<file path="src/rtl/cscan_pkg.sv">
// Shared types and constants for the C-SCAN disk scheduler.
`default_nettype none
package cscan_pkg;

   localparam int MAX_REQ  = 32;
   localparam int TRACK_W  = 8;
   localparam int SEEK_W   = 10;
   localparam int SUM_W    = SEEK_W + 1;
   localparam int CNT_W    = $clog2(MAX_REQ + 1);
   localparam int IDX_W    = $clog2(MAX_REQ);
   localparam int SIZE_W   = 9;
   localparam int CSR_IDX_W = 1;

   localparam logic [CSR_IDX_W-1:0] CSR_START_HEAD  = 1'b0;
   localparam logic [CSR_IDX_W-1:0] CSR_TRACK_COUNT = 1'b1;

   localparam logic [SIZE_W-1:0] TRACK_COUNT_RESET = 9'd200;
   localparam logic [SIZE_W-1:0] TRACK_COUNT_MAX   = 9'd256;
   localparam logic [SUM_W-1:0]  SEEK_SAT          = 11'd1023;

   typedef enum logic [2:0] {
      ST_LOAD,
      ST_UP,
      ST_ZERO,
      ST_DOWN
   } state_type;

   // Broadcast control for every cell of the sort chain.
   typedef struct packed {
      logic               load;
      logic               shift;
      logic               clear;
      logic [TRACK_W-1:0] new_track;
   } cell_ctl_type;

   // What a cell shows its right-hand neighbor.
   typedef struct packed {
      logic               occ;
      logic               gt;
      logic [TRACK_W-1:0] track;
   } cell_link_type;

endpackage
`default_nettype wire

</file>
<file path="src/rtl/cscan_cell.sv">
// One cell of the insertion-sort chain: holds one track, shifts on insert or rotate.
`default_nettype none
module cscan_cell (
   input  wire                        clock,
   input  wire                        reset,
   input  wire  cscan_pkg::cell_ctl_type  ctl,
   input  wire  cscan_pkg::cell_link_type left,
   input  wire  [cscan_pkg::TRACK_W-1:0]  right_track,
   output cscan_pkg::cell_link_type       self_link
);
   import cscan_pkg::*;

   logic [TRACK_W-1:0] track_ff, track_in;
   logic               occ_ff, occ_in;
   logic               gt_self;

   assign gt_self = occ_ff && (track_ff > ctl.new_track);

   always_comb begin
      track_in = track_ff;
      occ_in   = occ_ff;
      if (ctl.clear) begin
         occ_in = 1'b0;
      end else if (ctl.load) begin
         // every held value above the new one moves one cell right
         if (left.gt) begin
            track_in = left.track;
            occ_in   = 1'b1;
         end else if (gt_self || (!occ_ff && left.occ)) begin
            track_in = ctl.new_track;
            occ_in   = 1'b1;
         end
      end else if (ctl.shift) begin
         track_in = right_track;
      end
   end

   always_ff @(posedge clock) begin
      if (reset) begin
         occ_ff <= 1'b0;
      end else begin
         occ_ff <= occ_in;
      end
      track_ff <= track_in;
   end

   assign self_link.occ   = occ_ff;
   assign self_link.gt    = gt_self;
   assign self_link.track = track_ff;

endmodule
`default_nettype wire

</file>
<file path="src/rtl/cscan_chain.sv">
// Row of sort cells; loads sorted, rotates left within the held count.
`default_nettype none
module cscan_chain (
   input  wire                           clock,
   input  wire                           reset,
   input  wire  cscan_pkg::cell_ctl_type ctl,
   input  wire  [cscan_pkg::IDX_W-1:0]   wrap_idx,
   output logic [cscan_pkg::TRACK_W-1:0] first_track
);
   import cscan_pkg::*;

   cell_link_type links [MAX_REQ];

   for (genvar i = 0; i < MAX_REQ; i++) begin : g_cell
      cell_link_type      left_link;
      logic [TRACK_W-1:0] right_track;

      if (i == 0) begin : g_first
         assign left_link = '{occ: 1'b1, gt: 1'b0, track: '0};
      end else begin : g_mid
         assign left_link = links[i-1];
      end

      // last held entry takes the front one, so the batch rotates in place
      if (i == MAX_REQ - 1) begin : g_tail
         assign right_track = links[0].track;
      end else begin : g_body
         assign right_track = (wrap_idx == IDX_W'(i)) ? links[0].track : links[i+1].track;
      end

      cscan_cell u_cell (
         .clock       (clock),
         .reset       (reset),
         .ctl         (ctl),
         .left        (left_link),
         .right_track (right_track),
         .self_link   (links[i])
      );
   end

   assign first_track = links[0].track;

endmodule
`default_nettype wire

</file>
<file path="src/rtl/cscan_disk_scheduler_unit.sv">
// Top level of the C-SCAN disk scheduler: sequencer, seek sum and output register.
//
//  channel | ports                           | payload
//  --------+---------------------------------+----------------------------------------
//  req     | req_tvalid/tready/tdata/tlast   | tdata[7:0] request_track, tlast is_last
//  rsp     | rsp_tvalid/tready/tdata/tlast   | tdata[7:0] track, [17:8] total_seek
//  csr     | csr_we/csr_index/csr_wdata      | 0 start_head, 1 track count
//
// Requests load one per cycle in the load state into a 32-cell insertion-sort chain.
// After the last request the held ones rotate past the front, those above the head being
// emitted with the end track in order; then a turnaround, track 0 and each lower request.
// Output stalls hold each emitting step; rotations past unserved entries carry on.
// Requests are refused during emission; a held final result does not block them.
// Reset clears control and cell occupancy; there is no clearing pass.
`default_nettype none
module cscan_disk_scheduler_unit (
   input  wire         clock,
   input  wire         reset,
   input  wire         req_tvalid,
   output logic        req_tready,
   input  wire  [7:0]  req_tdata,   // [7:0] request_track
   input  wire         req_tlast,
   output logic        rsp_tvalid,
   input  wire         rsp_tready,
   output logic [23:0] rsp_tdata,   // [7:0] track, [17:8] total_seek, [23:18] zero
   output logic        rsp_tlast,
   input  wire         csr_we,
   input  wire  [cscan_pkg::CSR_IDX_W-1:0] csr_index,
   input  wire  [cscan_pkg::SIZE_W-1:0]    csr_wdata
);
   import cscan_pkg::*;

   state_type          state_ff, state_in;
   logic [TRACK_W-1:0] head_ff;
   logic [SIZE_W-1:0]  size_ff;
   logic [CNT_W-1:0]   count_ff, count_in;
   logic [CNT_W-1:0]   idx_ff, idx_in;
   logic [CNT_W-1:0]   down_ff, down_in;
   logic               end_done_ff, end_done_in;
   logic [SUM_W-1:0]   sum_ff, sum_in;
   logic [TRACK_W-1:0] cur_ff, cur_in;
   logic               rsp_valid_ff, rsp_valid_in;
   logic [TRACK_W-1:0] rsp_track_ff, rsp_track_in;
   logic [SEEK_W-1:0]  rsp_seek_ff, rsp_seek_in;
   logic               rsp_last_ff, rsp_last_in;

   cell_ctl_type       ctl;
   logic [TRACK_W-1:0] front;
   logic [TRACK_W-1:0] end_track;
   logic               out_free, in_acc;
   logic               up_more, front_gt, end_before;
   logic               up_emit_end, up_emit_req, up_skip, up_done;
   logic               emit, emit_last;
   logic [TRACK_W-1:0] emit_track;
   logic [TRACK_W-1:0] diff;
   logic [SUM_W-1:0]   sum_next;

   cscan_chain u_chain (
      .clock       (clock),
      .reset       (reset),
      .ctl         (ctl),
      .wrap_idx    (IDX_W'(count_ff - CNT_W'(1))),
      .first_track (front)
   );

   // track count saturates to 1..256
   always_comb begin
      if (size_ff == '0) begin
         end_track = '0;
      end else if (size_ff > TRACK_COUNT_MAX) begin
         end_track = '1;
      end else begin
         end_track = TRACK_W'(size_ff - SIZE_W'(1));
      end
   end

   assign out_free    = !rsp_valid_ff || rsp_tready;
   assign in_acc      = req_tvalid && req_tready;
   assign up_more     = idx_ff != count_ff;
   assign front_gt    = front > head_ff;
   assign end_before  = !end_done_ff && (end_track <= front);
   assign up_emit_end = (!up_more && !end_done_ff) || (up_more && front_gt && end_before);
   assign up_emit_req = up_more && front_gt && !end_before;
   assign up_skip     = up_more && !front_gt;
   assign up_done     = !up_more && end_done_ff;

   // next state
   always_comb begin
      state_in = state_ff;
      case (state_ff)
         ST_LOAD: begin
            if (in_acc && req_tlast) state_in = ST_UP;
         end
         ST_UP: begin
            if (up_done) state_in = ST_ZERO;
         end
         ST_ZERO: begin
            if (out_free) state_in = (down_ff == '0) ? ST_LOAD : ST_DOWN;
         end
         ST_DOWN: begin
            if (out_free && (idx_ff == down_ff - CNT_W'(1))) state_in = ST_LOAD;
         end
         default: state_in = ST_LOAD;
      endcase
   end

   // sequencer outputs and datapath
   always_comb begin
      ctl           = '{load: 1'b0, shift: 1'b0, clear: 1'b0, new_track: req_tdata};
      count_in      = count_ff;
      idx_in        = idx_ff;
      down_in       = down_ff;
      end_done_in   = end_done_ff;
      sum_in        = sum_ff;
      cur_in        = cur_ff;
      emit          = 1'b0;
      emit_last     = 1'b0;
      emit_track    = front;
      case (state_ff)
         ST_LOAD: begin
            if (in_acc) begin
               if (count_ff < CNT_W'(MAX_REQ)) begin
                  ctl.load = 1'b1;
                  count_in = count_ff + CNT_W'(1);
               end
               if (req_tlast) begin
                  idx_in      = '0;
                  down_in     = '0;
                  end_done_in = 1'b0;
                  sum_in      = '0;
                  cur_in      = head_ff;
               end
            end
         end
         ST_UP: begin
            if (up_skip) begin
               // at or below head: rotate past; lower ones come back in the down pass
               ctl.shift = 1'b1;
               idx_in    = idx_ff + CNT_W'(1);
               if (front < head_ff) down_in = down_ff + CNT_W'(1);
            end else if (up_emit_end && out_free) begin
               emit        = 1'b1;
               emit_track  = end_track;
               end_done_in = 1'b1;
            end else if (up_emit_req && out_free) begin
               emit      = 1'b1;
               ctl.shift = 1'b1;
               idx_in    = idx_ff + CNT_W'(1);
            end
         end
         ST_ZERO: begin
            if (out_free) begin
               emit       = 1'b1;
               emit_track = '0;
               emit_last  = down_ff == '0;
               idx_in     = '0;
               if (down_ff == '0) begin
                  ctl.clear = 1'b1;
                  count_in  = '0;
               end
            end
         end
         ST_DOWN: begin
            if (out_free) begin
               emit      = 1'b1;
               ctl.shift = 1'b1;
               idx_in    = idx_ff + CNT_W'(1);
               emit_last = idx_ff == down_ff - CNT_W'(1);
               if (emit_last) begin
                  ctl.clear = 1'b1;
                  count_in  = '0;
               end
            end
         end
         default: begin
            ctl.clear = 1'b1;
            count_in  = '0;
         end
      endcase

      diff = (emit_track > cur_ff) ? emit_track - cur_ff : cur_ff - emit_track;
      // the return sweep counts as the end track's distance
      if (state_ff == ST_ZERO) begin
         sum_next = sum_ff + SUM_W'(end_track);
      end else begin
         sum_next = sum_ff + SUM_W'(diff);
      end

      if (emit) begin
         sum_in = sum_next;
         cur_in = emit_track;
      end

      rsp_valid_in = rsp_valid_ff;
      rsp_track_in = rsp_track_ff;
      rsp_seek_in  = rsp_seek_ff;
      rsp_last_in  = rsp_last_ff;
      if (emit) begin
         rsp_valid_in = 1'b1;
         rsp_track_in = emit_track;
         rsp_last_in  = emit_last;
         if (!emit_last) begin
            rsp_seek_in = '0;
         end else if (sum_next > SEEK_SAT) begin
            rsp_seek_in = '1;
         end else begin
            rsp_seek_in = SEEK_W'(sum_next);
         end
      end else if (rsp_tready) begin
         rsp_valid_in = 1'b0;
      end
   end

   always_ff @(posedge clock) begin
      if (reset) begin
         state_ff     <= ST_LOAD;
         head_ff      <= '0;
         size_ff      <= TRACK_COUNT_RESET;
         count_ff     <= '0;
         idx_ff       <= '0;
         down_ff      <= '0;
         end_done_ff  <= 1'b0;
         rsp_valid_ff <= 1'b0;
      end else begin
         state_ff     <= state_in;
         count_ff     <= count_in;
         idx_ff       <= idx_in;
         down_ff      <= down_in;
         end_done_ff  <= end_done_in;
         rsp_valid_ff <= rsp_valid_in;
         if (csr_we) begin
            case (csr_index)
               CSR_START_HEAD:  head_ff <= TRACK_W'(csr_wdata);
               CSR_TRACK_COUNT: size_ff <= csr_wdata;
               default: ;
            endcase
         end
      end
      sum_ff       <= sum_in;
      cur_ff       <= cur_in;
      rsp_track_ff <= rsp_track_in;
      rsp_seek_ff  <= rsp_seek_in;
      rsp_last_ff  <= rsp_last_in;
   end

   assign req_tready = state_ff == ST_LOAD;
   assign rsp_tvalid = rsp_valid_ff;
   assign rsp_tlast  = rsp_last_ff;
   assign rsp_tdata  = {6'b0, rsp_seek_ff, rsp_track_ff};

   a_count_bound: assert property (@(posedge clock) disable iff (reset)
      count_ff <= CNT_W'(MAX_REQ))
      else $error("request count above chain length");

   a_seek_only_last: assert property (@(posedge clock) disable iff (reset)
      (rsp_valid_ff && !rsp_last_ff) |-> (rsp_seek_ff == '0))
      else $error("seek total on a non-final result");

   a_down_index: assert property (@(posedge clock) disable iff (reset)
      (state_ff == ST_DOWN) |-> (idx_ff < down_ff))
      else $error("down pass index past lower count");

   a_last_starts: assert property (@(posedge clock) disable iff (reset)
      (req_tvalid && req_tready && req_tlast) |=> (state_ff == ST_UP))
      else $error("final request did not start emission");

endmodule
`default_nettype wire

</file>
<file path="config.mk">
export PLATFORM = sky130hd
export DESIGN_NAME = cscan_disk_scheduler_unit
export DESIGN_NICKNAME = d
export VERILOG_FILES = /design/src/rtl/cscan_pkg.sv /design/src/rtl/cscan_cell.sv /design/src/rtl/cscan_chain.sv /design/src/rtl/cscan_disk_scheduler_unit.sv
export SDC_FILE = /design/constraint.sdc
export NUM_CORES = 1
export LEC_CHECK = 0
export BUFFER_PORTS_ARGS = -buffer_cell sky130_fd_sc_hd__buf_2
export CAP_MARGIN = 30
export CORE_ASPECT_RATIO = 0.75
export CORE_MARGIN = 2
export CORE_UTILIZATION = 46
export DETAILED_ROUTE_END_ITERATION = 10
export GPL_TIMING_DRIVEN = 0
export HOLD_SLACK_MARGIN = 0.1
export PLACE_DENSITY_LB_ADDON = 0.1
export SLEW_MARGIN = 25
export SYNTH_ARGS = -nofsm -noshare
export SYNTH_HDL_FRONTEND = slang
export SYNTH_HIERARCHICAL = 1
export SYNTH_SLANG_ARGS = --single-unit
</file>
<file path="constraint.sdc">
create_clock -name clock -period 6.8 [get_ports clock]
set_clock_uncertainty 0.1 [all_clocks]
set_input_delay 0.68 -clock clock [delete_from_list [all_inputs] [get_ports clock]]
set_output_delay 0.68 -clock clock [all_outputs]
set_load 0.05 [all_outputs]
</file>
======== Word-level counts from Yosys, hierarchy flattened ========
Index checks and enable logic that the tools add are counted.
word-level totals
  input bits .............................. 24
  output and inout bits ................... 27
  register bits ........................... 366
cells by class
  add/subtract/negate cells ............... 10
  reduce and logical (&&, ||, !) cells .... 263
  $lt $le $gt $ge ......................... 39
  multiplexer cells ....................... 287
  bitwise operators ....................... 3
  equality and inequality tests ........... 84
operators with widths
  kind                                           count
  two-way mux 8 bit                              168
  greater-than comparator 8 bit                  34
  AND reduction 3 bit                            32
  != test 3 x 1 -> 1 bit, second input constant  31
  two-way mux 6 bit                              15
  two-way mux 1 bit                              82
  == test 5 bit, second input constant           15
  logical AND 1 bit                              75
  nonzero test 2 bit                             37
  AND reduction 2 bit                            34
  two-way mux 11 bit                             5
  one-hot mux 6 bit (4 select lines)             2
  == test 5 x 4 -> 1 bit, second input constant  8
  logical NOT 1 bit                              37
  logical OR 1 bit                               34
  adder 11 x 8 -> 11 bit                         2
  != test 2 bit, second input constant           11
  == test 5 x 3 -> 1 bit, second input constant  4
  adder 6 x 1 -> 6 bit, second input constant    3
  one-hot mux 8 bit (2 select lines)             1
  subtractor 8 bit                               2
  AND reduction 7 bit                            2
  two-way mux 3 bit                              4
  one-hot mux 3 bit (4 select lines)             1
  other kinds (30)                               47

======== Longest topological paths before layout ========
  depth in word-level cells ............... 17
  mapped depth ............................ 34
  depth with buffers taken out ............ 32

======== Hierarchy ========
The synthesis kept the hierarchy.
modules (own cells, without submodules)
  module                     times used  cells an instance  area each (um^2)  seq. area each (um^2)
  cscan_cell                 32          76                 710.7             260.2
  cscan_disk_scheduler_unit  1           650                5615.4            1921.8
  cscan_chain                1           333                3200.6            0.0

======== Least setup slack after synthesis ========
OpenSTA, ideal clock, no wires.
  path type ............................... flip-flop to flip-flop
  start point ............................. register size_ff[2]
  end point ............................... register rsp_seek_ff[1], data pin
  data required time ...................... 6.430 ns
  arrival time ............................ 6.748 ns
  setup time .............................. 0.270 ns
  path buffers ............................ 3
  slack ................................... -0.318 ns
  cell stages (with the launch flop) ...... 31
  cell sequence ........................... dfxtp_1 > clkbuf_1 > or4_1 > or2_2 > maj3_1 > ha_1 > nand4_1 > o31a_1 > or2_2 > o21ai_1 > nand2_1 > and2_1 > ha_1 > fa_1 > nor2b_1 > o2111ai_1 > nand3_1 > and2_1 > clkbuf_1 > a32o_1 > xnor2_1 > mux2_2 > ha_1 > o21a_1 > o21ai_0 > a31oi_1 > o21a_1 > o211ai_1 > xor2_1 > clkbuf_1 > a21oi_1
on the way
  word-level cells in the longest chain between the ends .. 17
  elaborated cells on any way between the ends .. 22
ends and longest elaborated chain
  what                                                                        RTL line                                                          RTL
  start: declaration                                                          cscan_disk_scheduler_unit.sv:35                                   logic [SIZE_W-1:0] size_ff;
  start signal: assignment                                                    cscan_disk_scheduler_unit.sv:234                                  CSR_TRACK_COUNT: size_ff <= csr_wdata;
  subtractor 8 x 1 -> 8 bit or greater-than comparator 9 bit (tied branches)  cscan_disk_scheduler_unit.sv:73, cscan_disk_scheduler_unit.sv:70
  two-way mux 8 bit                                                           cscan_disk_scheduler_unit.sv:70                                   end else if (size_ff > TRACK_COUNT_MAX) begin
  two-way mux 8 bit *                                                         cscan_disk_scheduler_unit.sv:68                                   if (size_ff == '0) begin
  <= comparator 8 bit                                                         cscan_disk_scheduler_unit.sv:81                                   assign end_before = !end_done_ff && (end_track <= front);
  logical AND 1 bit                                                           cscan_disk_scheduler_unit.sv:81
  logical AND 1 bit                                                           cscan_disk_scheduler_unit.sv:82                                   assign up_emit_end = (!up_more && !end_done_ff) || (up_more && front_gt && end_before);
  logical OR 1 bit                                                            cscan_disk_scheduler_unit.sv:82
  logical AND 1 bit                                                           cscan_disk_scheduler_unit.sv:141                                  end else if (up_emit_end && out_free) begin
  two-way mux 8 bit                                                           cscan_disk_scheduler_unit.sv:141
  two-way mux 8 bit                                                           cscan_disk_scheduler_unit.sv:136                                  if (up_skip) begin
  one-hot mux 8 bit (2 select lines)                                          cscan_disk_scheduler_unit.sv:119                                  case (state_ff)
  subtractor 8 bit or greater-than comparator 8 bit (tied branches)           cscan_disk_scheduler_unit.sv:181                                  diff = (emit_track > cur_ff) ? emit_track - cur_ff : cur_ff - emit_track;
  two-way mux 8 bit                                                           cscan_disk_scheduler_unit.sv:181
  adder 11 x 8 -> 11 bit                                                      cscan_disk_scheduler_unit.sv:186                                  sum_next = sum_ff + SUM_W'(diff);
  two-way mux 11 bit *                                                        cscan_disk_scheduler_unit.sv:183                                  if (state_ff == ST_ZERO) begin
  greater-than comparator 11 x 10 -> 1 bit                                    cscan_disk_scheduler_unit.sv:204                                  end else if (sum_next > SEEK_SAT) begin
  two-way mux 10 bit *                                                        cscan_disk_scheduler_unit.sv:204
  end signal: assignment                                                      cscan_disk_scheduler_unit.sv:242                                  rsp_seek_ff <= rsp_seek_in;
  end: declaration                                                            cscan_disk_scheduler_unit.sv:44                                   logic [SEEK_W-1:0] rsp_seek_ff, rsp_seek_in;
Every way passes the cells marked *; elsewhere a longest branch is shown, timed or not.
A chain may end at the register's enable or synchronous reset.

======== Worst setup path in the final report ========
  start point ............................. register size_ff[3]
  end point ............................... register rsp_seek_ff[4], data pin
The elaborated chain is that of the path after synthesis.

==> impl_metrics.csv <==
group,metric,value,unit
clock_network,cts.path.max_buffers,3,
placement,gp_congestion,0.880,
critical_path,cp_slowest_stage_delay,0.59,ns
global_route,grt_max_degree,48,
critical_path,crit_start,"size_ff[3]",
finish,multi_input_area,18900,sq um
critical_path,cp-start-kind,"register",
timing,holdWs,0.237,ns
timing,max_slew_margin,0.280,
floorplan,die_w,306,microns
detailed_routing,vias,26600,
timing,hold_viol_final,0,
clock_network,clk_latency,0.59,ns
power_and_ir_drop,power.density,355,nW/um^2
min_path,hold-path-cell-count,3,
detailed_routing,drt_iter0_markers,2412,
critical_path,rr_worst_depth,31,
logic_synthesis,syn_inst,3411,
detailed_routing,ant_nets,0,
logic_synthesis,yosysWarnings,6,
finish,final_area,35700,sq um
clock_network,clk_pin_slew_worst_paths,0.06,ns
finish,fill_cells,6216,
floorplan,dieHeight,231,microns
timing,fmaxAchievable,145,MHz
placement,placed_area,33400,sq um
global_route,track_usage,0.285,
logic_synthesis,netlist_area,31500,sq um
timing,rsz0062_at_grt,"true",
timing,slew_viol_final,0,
placement,numPortBuffers,44,
finish,regArea,10300,sq um
timing,setup_ws,-0.0871,ns
clock_network,clock_sinks,365,
detailed_routing,wl_per_cell,22.8,microns
finish,mostFrequentLayoutCells,"nor2_1, a21oi_1, inv_1",
critical_path,crit_arrival,7.10,ns
critical_path,crit_top_cell,"ha_4",
critical_path,critPathMaxFanout,5,
timing,fin_setup_tns,-0.753,ns
clock_network,root_buffer,"clkbuf_16",
flow_run,cap_violations,0,
global_route,antenna_found_initial,6,
finish,area_growth,13.3,%
clock_network,htreeDepth,2,
critical_path,crit-reg2reg-launch,"size_ff[3]",
global_route,grt_pass1_wl,156000,microns
detailed_routing,dr.pass1.iters,6,
run_status,violations,"negative setup slack",
global_route,grt_overflow_total,0,
timing,setup_viol,11,
timing,fin_crit,6.89,ns
placement,dpl.hpwl,72100,microns
finish,layout-drive-gt1-share,0.213,
min_path,hold_class,"in -> reg",
floorplan,core_area,68100,sq um
floorplan,initial_core_util,0.463,
detailed_routing,totalWireLength,103000,microns
timing,worst_pin_slew,1.08,ns
floorplan,die-area,70700,sq um
floorplan,io_pins,51,
critical_path,rr_endpoint,"rsp_seek_ff[4]",
critical_path,worstSetupPathType,"reg -> reg",
global_route,grt_pass1_vias,26400,
detailed_routing,viasPerCell,5.89,
floorplan,row_count,83,
clock_network,cts_tree,"yes",
critical_path,end_kind,"register",
critical_path,slowest_stage,"or4_4",
power_and_ir_drop,p_leak,14.3,nW
detailed_routing,remaining_drc_errors,0,
run_status,run_status,"finished with violations",
critical_path,reg2reg_slack,-0.09,ns
finish,fin_util,0.525,
logic_synthesis,synth.avg_cell_area,9.24,sq um
finish,fin_nets,3910,
clock_network,cts_buffers,43,
power_and_ir_drop,vdd_ir_drop_max,0.202,mV
critical_path,required,7.01,ns
finish,layout_commonest_cell,"nor2_1",
timing,fin_crit_sh,1.01,
min_path,hold_end,"size_ff[8]",
min_path,worstHoldStart,"csr_wdata[8]",
report_power, final:
group	total, W	internal [W]	switching, W
clock network	0.00252	0.00147	0.00105
logic	0.00638	0.00260	0.00378
registers	0.00377	0.00319	0.000584
final cells by class:
| class | count | share of cell area |
|---|---|---|
| multi-input combinational | 2462 | 0.529 |
| sequential | 365 | 0.287 |
| buffer | 220 | 0.0428 |
| inverter | 374 | 0.0394 |
| clock buffer | 55 | 0.0334 |
| tap | 892 | 0.0312 |
| timing repair buffer | 111 | 0.0287 |
| clock inverter | 24 | 0.00802 |
| antenna | 3 | 0.000210 |
critical path: cells and delay by family, from the launching register on:
| kind | cells | cell delay, ns |
|---|---|---|
| AND/OR/NAND/NOR | 8 | 2.06 |
| AO/OA/AOI/OAI | 12 | 1.69 |
| multiplexers | 1 | 0.28 |
| flip-flops | 1 | 0.36 |
| buffers and inverters | 3 | 0.37 |
| adder cells (fa/ha/maj) | 5 | 1.36 |
| XOR/XNOR | 2 | 0.38 |
sequential cells by signal (all words and copies together) (netlist names), 8 cells and up:
name / flops
cur_ff: 8
u_chain/g_cell.u_cell/occ_ff: 32
head_ff: 8
size_ff: 9
sum_ff: 11
u_chain/g_cell.u_cell/track_ff: 256
rsp_seek_ff: 10
rsp_track_ff: 8
per-layer routing:
layer / up-vias / track usage / wire length, microns
met1: 12900 / 0.410 / 47700
met5: - / 0 / 33
met3: 170 / 0.0382 / 7430
met2: 987 / 0.442 / 44900
met4: 4 / 0.0915 / 2790
li1: 12500 / - / -
repair_timing:
action,4_1_cts,5_1_grt
endpoints found under the setup margin,18,14
hold buffers,0,0
resized for setup,84,31
pin swaps,21,34
cloned,1,0
setup buffers,20,25
how the worst max path moves through the flow:
stage	to	slack, ns
2_1_floorplan	rsp_seek_ff[1]	0.008
3_5_place_dp	rsp_seek_ff[2]	-1.08
4_1_cts	rsp_seek_ff[4]	0.004
3_3_place_gp	rsp_seek_ff[3]	-1.04
6_report	rsp_seek_ff[4]	-0.09
5_1_grt	rsp_seek_ff[4]	-0.24
per-stage QoR:
stage                     setup slack (ns)  std cells  power [W]
after floorplan                    0.00777       3425    0.00747
after global placement               -1.04       4361    0.00914
after detailed placement             -1.08       4377    0.00940
after CTS                          0.00430       4474     0.0123
after global routing                -0.241       4503     0.0134
final                              -0.0871       4506     0.0127
Power figures use the tool's default switching activity.
